### src/voxel_line_clip_and_scan_unit_defines.svh
// Assertion macros shared by the voxel line clip and scan unit.
`ifndef VOXEL_LINE_CLIP_AND_SCAN_UNIT_DEFINES_SVH
`define VOXEL_LINE_CLIP_AND_SCAN_UNIT_DEFINES_SVH

// The consequent must hold in the same cycle as the antecedent.
`define VLCS_CHECK_SAME(label, clk, rst, ante, cons, msg) \
  label: assert property (@(posedge clk) disable iff (rst) (ante) |-> (cons)) \
    else $error(msg);

// The consequent must hold in the cycle after the antecedent.
`define VLCS_CHECK_NEXT(label, clk, rst, ante, cons, msg) \
  label: assert property (@(posedge clk) disable iff (rst) (ante) |=> (cons)) \
    else $error(msg);

`endif

### src/vlcs_pkg.sv
// Shared types and constants of the voxel line clip and scan unit.
package vlcs_pkg;

  localparam int MAX_SIZE_LOG2_DEF = 5;
  localparam int CELL_BITS_DEF     = 8;
  localparam int FRAC_BITS_DEF     = 8;

  // Coordinate width after saturation, difference width and product width.
  localparam int CW       = 26;
  localparam int DW       = CW + 1;
  localparam int PW       = 2 * DW;
  localparam int MD_CNT_W = $clog2(PW);

  typedef enum logic [1:0] {
    KIND_DRAW  = 2'd0,
    KIND_CHECK = 2'd1,
    KIND_CLEAR = 2'd2,
    KIND_NONE  = 2'd3
  } kind_t;

  typedef enum logic [3:0] {
    DP_NOP,
    DP_LOAD,
    DP_CLR_STEP,
    DP_MD_CLIP,
    DP_WR_CLIP,
    DP_SET_LIM,
    DP_ORDER,
    DP_MD_SCAN,
    DP_WR_SCAN,
    DP_WRITE_CELL,
    DP_READ_CELL,
    DP_OUT_HIT,
    DP_OUT_MISS
  } dp_op_t;

  typedef struct packed {
    dp_op_t     op;
    logic       zero_fill;
    logic       side;
    logic       upper;
    logic [1:0] axis;
    logic       minor;
  } dp_cmd_t;

  typedef struct packed {
    logic fire;
    logic dm_nz;
    logic md_busy;
    logic triv_miss;
    logic box_miss;
    logic k_last;
    logic clr_last;
    logic out_free;
  } dp_stat_t;

  typedef enum logic [3:0] {
    S_INIT,
    S_IDLE,
    S_CLEAR,
    S_TRIV,
    S_TEST,
    S_MD_GO,
    S_MD_WAIT,
    S_LIM,
    S_FINAL,
    S_ORDER,
    S_SC_GO,
    S_SC_WAIT,
    S_MEM,
    S_OUT,
    S_MISS
  } ctrl_state_t;

  typedef enum logic [1:0] {
    MD_IDLE,
    MD_MUL,
    MD_DIV
  } md_state_t;

endpackage

### src/vlcs_ctrl.sv
// Controller: sequences clear sweeps, clipping steps and the cell scan.
module vlcs_ctrl
  import vlcs_pkg::*;
(
  input  logic       clk,
  input  logic       rst,
  input  logic       in_valid,
  input  logic [1:0] kind,
  input  dp_stat_t   stat,
  output logic       in_ready,
  output dp_cmd_t    cmd
);

  ctrl_state_t state, state_next;
  logic        side, upper, minor, is_check;
  logic [1:0]  axis;
  logic        clip_done;

  // The last clip test is the upper bound of z on the end point.
  assign clip_done = side && upper && (axis == 2'd2);
  assign in_ready  = (state == S_IDLE);

  always_comb begin
    state_next = state;
    unique case (state)
      S_INIT:  if (stat.clr_last) state_next = S_IDLE;
      S_IDLE: begin
        if (in_valid) begin
          if (kind == KIND_CLEAR) state_next = S_CLEAR;
          else if (kind == KIND_DRAW || kind == KIND_CHECK) state_next = S_TRIV;
        end
      end
      S_CLEAR: if (stat.clr_last) state_next = S_IDLE;
      S_TRIV: begin
        if (stat.triv_miss) state_next = is_check ? S_MISS : S_IDLE;
        else state_next = S_TEST;
      end
      S_TEST: begin
        if (stat.fire) state_next = stat.dm_nz ? S_MD_GO : S_LIM;
        else if (clip_done) state_next = S_FINAL;
      end
      S_MD_GO: state_next = S_MD_WAIT;
      S_MD_WAIT: if (!stat.md_busy) state_next = minor ? S_LIM : S_MD_GO;
      S_LIM:   state_next = clip_done ? S_FINAL : S_TEST;
      S_FINAL: begin
        if (stat.box_miss) state_next = is_check ? S_MISS : S_IDLE;
        else state_next = S_ORDER;
      end
      S_ORDER: state_next = S_SC_GO;
      S_SC_GO: state_next = S_SC_WAIT;
      S_SC_WAIT: if (!stat.md_busy) state_next = minor ? S_MEM : S_SC_GO;
      S_MEM: begin
        if (is_check) state_next = S_OUT;
        else state_next = stat.k_last ? S_IDLE : S_SC_GO;
      end
      S_OUT:  if (stat.out_free) state_next = stat.k_last ? S_IDLE : S_SC_GO;
      S_MISS: if (stat.out_free) state_next = S_IDLE;
      default: state_next = S_IDLE;
    endcase
  end

  always_comb begin
    cmd.op        = DP_NOP;
    cmd.zero_fill = (state == S_INIT);
    cmd.side      = side;
    cmd.upper     = upper;
    cmd.axis      = axis;
    cmd.minor     = minor;
    unique case (state)
      S_INIT:    cmd.op = DP_CLR_STEP;
      S_IDLE:    if (in_valid) cmd.op = DP_LOAD;
      S_CLEAR:   cmd.op = DP_CLR_STEP;
      S_MD_GO:   cmd.op = DP_MD_CLIP;
      S_MD_WAIT: if (!stat.md_busy) cmd.op = DP_WR_CLIP;
      S_LIM:     cmd.op = DP_SET_LIM;
      S_ORDER:   cmd.op = DP_ORDER;
      S_SC_GO:   cmd.op = DP_MD_SCAN;
      S_SC_WAIT: if (!stat.md_busy) cmd.op = DP_WR_SCAN;
      S_MEM:     cmd.op = is_check ? DP_READ_CELL : DP_WRITE_CELL;
      S_OUT:     if (stat.out_free) cmd.op = DP_OUT_HIT;
      S_MISS:    if (stat.out_free) cmd.op = DP_OUT_MISS;
      default:   cmd.op = DP_NOP;
    endcase
  end

  always_ff @(posedge clk) begin
    if (rst) begin
      state    <= S_INIT;
      side     <= 1'b0;
      upper    <= 1'b0;
      axis     <= 2'd0;
      minor    <= 1'b0;
      is_check <= 1'b0;
    end else begin
      state <= state_next;
      if (state == S_IDLE && in_valid) begin
        side     <= 1'b0;
        upper    <= 1'b0;
        axis     <= 2'd0;
        minor    <= 1'b0;
        is_check <= (kind == KIND_CHECK);
      end
      // Tests run lower bounds x, y, z then upper bounds, start point first.
      if ((state == S_TEST && !stat.fire) || state == S_LIM) begin
        if (axis == 2'd2) begin
          axis  <= 2'd0;
          upper <= !upper;
          if (upper) side <= !side;
        end else begin
          axis <= axis + 2'd1;
        end
      end
      if (state == S_TEST || state == S_ORDER) minor <= 1'b0;
      if ((state == S_MD_WAIT || state == S_SC_WAIT) && !stat.md_busy) minor <= !minor;
    end
  end

endmodule

### config.mk
export PLATFORM = sky130hd
export DESIGN_NAME = vlcs_ctrl
export DESIGN_NICKNAME = d
export VERILOG_FILES = /design/src/voxel_line_clip_and_scan_unit_defines.svh /design/src/vlcs_pkg.sv /design/src/vlcs_ctrl.sv
export SDC_FILE = /design/constraint.sdc
export NUM_CORES = 1
export LEC_CHECK = 0
export BUFFER_PORTS_ARGS = -buffer_cell sky130_fd_sc_hd__buf_2
export CAP_MARGIN = 20
export CORE_MARGIN = 5
export CORE_UTILIZATION = 44
export CTS_CLUSTER_DIAMETER = 120
export CTS_CLUSTER_SIZE = 40
export DETAILED_ROUTE_END_ITERATION = 6
export PLACE_DENSITY = 0.66
export REMOVE_ABC_BUFFERS = 1
export SYNTH_ARGS = -nofsm -noshare
export SYNTH_HDL_FRONTEND = slang
export SYNTH_SLANG_ARGS = --single-unit
### constraint.sdc
create_clock -name clk -period 2.05 [get_ports clk]
set_clock_uncertainty 0.05 [all_clocks]
set_input_delay 0.41 -clock clk [delete_from_list [all_inputs] [get_ports clk]]
set_output_delay 0.41 -clock clk [all_outputs]
set_load 0.03 [all_outputs]
-- Word-level counts from Yosys, hierarchy flattened
Cells that the tools add are included.
- register bits: 10
- input port bits: 13
- output and inout bits: 11
- logic and storage cells: 92
- add/subtract/negate cells: 1
- eq/ne operators: 25
- muxes and demuxes: 40
- reduce and logical (&&, ||, !) cells: 20
- operators with widths (operator ; number):
    $mux W4 ; 19
    $pmux W4 S14 ; 1
    $pmux W4 S11 ; 1
    $eq A4 B4 Y1 const B ; 7
    $eq A4 B3 Y1 const B ; 4
    $mux W2 ; 6
    $mux W1 ; 11
    $ne A2 B2 Y1 const B ; 5
    $eq A4 B2 Y1 const B ; 2
    $reduce_and A8 Y1 ; 1
    $mux W3 ; 2
    $logic_and A1 B1 Y1 ; 5
    $logic_not A1 Y1 ; 5
    $eq A2 B2 Y1 const B ; 2
    $eq A4 B1 Y1 const B ; 1
    $logic_not A4 Y1 ; 1
    $logic_or A1 B1 Y1 ; 4
    $ne A3 B1 Y1 const B ; 1
    $ne A3 B3 Y1 const B ; 1
    $reduce_bool A3 Y1 ; 1
    $add A2 B1 Y2 const B ; 1
    $eq A2 B1 Y1 const B ; 1
    $logic_not A2 Y1 ; 1
    $ne A2 B1 Y1 const B ; 1
    2 further kinds ; 2

-- Logic depth before layout (Yosys ltp)
- depth in word-level cells: 6
- mapped depth: 8
- gate-level depth less buffers: 5

-- Worst setup path after synthesis
No wires, ideal clock.
- path kind: register to output
- from: register state[1]
- to: output cmd[6] (netlist bit)
- arrival: 1.638 ns
- required time: 1.590 ns
- path slack: -0.048 ns
- cell stages (with the launch flop): 5
- path buffers: 0
- path through: dfxtp_1 > clkinv_1 > nor3_1 > a31oi_1 > o21ai_0
- RTL lines (item ; RTL line ; RTL):
    from (decl) ; vlcs_ctrl.sv:14 ; ctrl_state_t state, state_next;
    from (signal assigned) ; vlcs_ctrl.sv:95 ; state <= state_next;
    to (decl) ; vlcs_ctrl.sv:11 ; output dp_cmd_t cmd

==> reports/results.ini <==
[place]
pre_cts_ws_ns=0.185
post-dp-hpwl_um=2480
gp_congestion=0.941
io_buffer_count=23
place_area_um2=1300

[route]
drt_wl_total_um=3420
avgRoutedWirePerCell_um=16.1
drt_pass1_iterations=4
drt_iter0_drc=95
ant_nets=0
drc_errors=0
vias=1326
viasPerCell=6.25

[yosys]
synth_area_per_cell_um2=7.28
synth_fa_ha_area_share_pct=0
synth_top_family_by_area=compound AO/OA/AOI/OAI gates
muxShareOfSynthArea_pct=0.986
synth-edff-count=0
async_flop_share_pct=0
ys_warn_count=0
synth_compound_area_share_pct=35.5
synth_xor_area_share_pct=0.767
synthFlopType=dfxtp_1
synth-seq-cells=10
ys_seq_area_share_pct=17.5
ys_types=56
syn_inst=157
syn_area_um2=1140
synthSimpleGateAreaFrac_pct=34.2

[clock_network]
clk_pin_slew_worst_paths_ns=0.07
h-tree-depth=1
clock_path_buffers=2
cts_buffers=3
cts_tree=done
cts_root_buf=clkbuf_4
cts_sinks=10
clkLatencyLatePin_ns=0.27

[worst_setup_path]
required_ns=1.59
worstPathMaxFanout=6
rr_startpoint=state[1]
crit_start=state[1]
r2r_end=side
cp-end-kind=output port
cp_data_arrival_time_ns=1.52
startpoint_type=flop
r2r_slack_ns=0.14
r2r_cells=6
crit_path_end=cmd[9]
worstSetupPathType=flop to output port

[min_path]
min_path_type=primary input to flop
min_from=kind[0]

[pwr]
powerDensity_nw_per_um2=437
ir_drop_mv=0.493
leakage_nw=0.515

[global_route]
first_global_vias=1173
track_usage_pct=19.0
antenna_found_initial=0
grt_max_degree=17
grt_pass1_wl_um=5450
grt_overflow=0

[layout]
final_area_um2=1390
fin_nets=196
syn2layout_area_growth_pct=21.2
drive_gt1_share_pct=34.6
fill_cells=245
layout_common_cells=buf_2, nor2_1, o21ai_0, buf_4
antenna_cells=0
layout_commonest_cell=buf_2

[timing]
final-hold-violation-count=0
relSlewSlack_pct=77.8
worstMarginPinSlew_ns=0.330
post-route-period-util_pct=96.6
finalWorstSetupSlack_ns=0.0687
drv_slew=0
finalSetupViolCount=0
period_minus_slack_ns=1.98
fmax_mhz=505

[floorplan]
die_area_um2=3720
core_area_um2=2480
chipWidth_um=61.0
die_h_um=61.0
rows=18
start_util_pct=46.1
io_pins=24

[run_status]
status=completed

[run]
maxCapViolCount=0

## synthesized netlist by cell type, types with 2 or more instances
| master | number | area (um^2) |
|---|---|---|
| inv_1 | 5 | 18.8 |
| nor3_1 | 6 | 30.0 |
| o32ai_2 | 3 | 48.8 |
| clkbuf_1 | 5 | 18.8 |
| buf_6 | 3 | 33.8 |
| nand3_1 | 5 | 25.0 |
| dfxtp_1 | 10 | 200 |
| a32o_1 | 3 | 30.0 |
| o21ai_0 | 14 | 70.1 |
| nand2b_1 | 2 | 12.5 |
| a32oi_1 | 2 | 17.5 |
| nor2b_1 | 6 | 37.5 |
| or4bb_1 | 2 | 22.5 |
| nor2_1 | 17 | 63.8 |
| a31oi_1 | 4 | 25.0 |
| buf_2 | 5 | 25.0 |
| nor4_1 | 2 | 12.5 |
| buf_4 | 3 | 22.5 |
| or4_1 | 2 | 15.0 |
| nand2_1 | 11 | 41.3 |
| nand3b_1 | 2 | 15.0 |
| a21oi_1 | 11 | 55.1 |
## state kept, by name, summed over array words and instances (netlist names)
register,cells
axis,2
is_check,1
minor,1
side,1
state,4
upper,1
## critical path, stage by stage (launching register included)
cell and delay, ns:
dfxtp_2 0.37, clkinvlp_4 0.16, o21ai_0 0.19, o21ai_0 0.10, a32oi_1 0.18, nor2_1 0.06
buf_2 0.18
## routing by layer
layer / share of wire (%) / global-route usage (%) / up-vias
li1: - / - / 633
met5: 0 / 0 / -
met1: 44 / 27.6 / 609
met2: 48 / 27.9 / 74
met3: 6.3 / 4.04 / 10
met4: 1.6 / 6.19 / 0
## timing repair
| action | in CTS | in global routing |
|---|---|---|
| setup endpoints to repair | 4 | 5 |
| gates cloned | 0 | 0 |
| resized for setup | 3 | 11 |
| buffers inserted | 0 | 1 |
| hold buffers | 0 | 0 |
## layout make-up
type,count,area [um^2],area share (%)
multi-input cells,124,843,60.9
repair buffers,38,231,16.7
flip-flops and latches,10,210,15.2
well taps,30,37.5,2.71
inverters,6,26.3,1.90
clock buffers,4,36.3,2.62
## report_power, final
part | leakage (nW) | switching [W] | internal (W) | total [W]
Clock | 0.0210 | 0.0000728 | 0.000108 | 0.000181
Sequential | 0.0832 | 0.00000979 | 0.000198 | 0.000208
Combinational | 0.411 | 0.000126 | 0.0000899 | 0.000216
Total | 0.515 | 0.000209 | 0.000396 | 0.000605
## worst min-delay path by stage
stage	end	slack [ns]	cells past startpoint
after floorplan	state[0]	0.43	1
after global placement	upper	0.43	2
after detailed placement	axis[1]	0.45	2
after CTS	is_check	0.38	3
after global routing	is_check	0.39	3
final	is_check	0.38	3
## logic make-up after synthesis
| group | Yosys count |
|---|---|
| compound gates | 54 |
| xor+xnor | 1 |
| buf+inv | 23 |
| flops | 10 |
| mux | 1 |
| simple gates | 68 |
## per-stage QoR
| stage | total power [W] | std cells | setup TNS (ns) | util (%) | hold WS (ns) |
|---|---|---|---|---|---|
| after floorplan | 0.000337 | 140 | -2.18 | - | 0.428 |
| after global placement | 0.000412 | 207 | 0 | 52.3 | 0.432 |
| after detailed placement | 0.000415 | 207 | 0 | 52.3 | 0.448 |
| after CTS | 0.000599 | 211 | 0 | 54.1 | 0.383 |
| after global routing | 0.000637 | 212 | -0.00130 | 55.9 | 0.395 |
| final | 0.000605 | 212 | 0 | 55.9 | 0.383 |
Note: power is estimated with default switching activity, not from simulation.
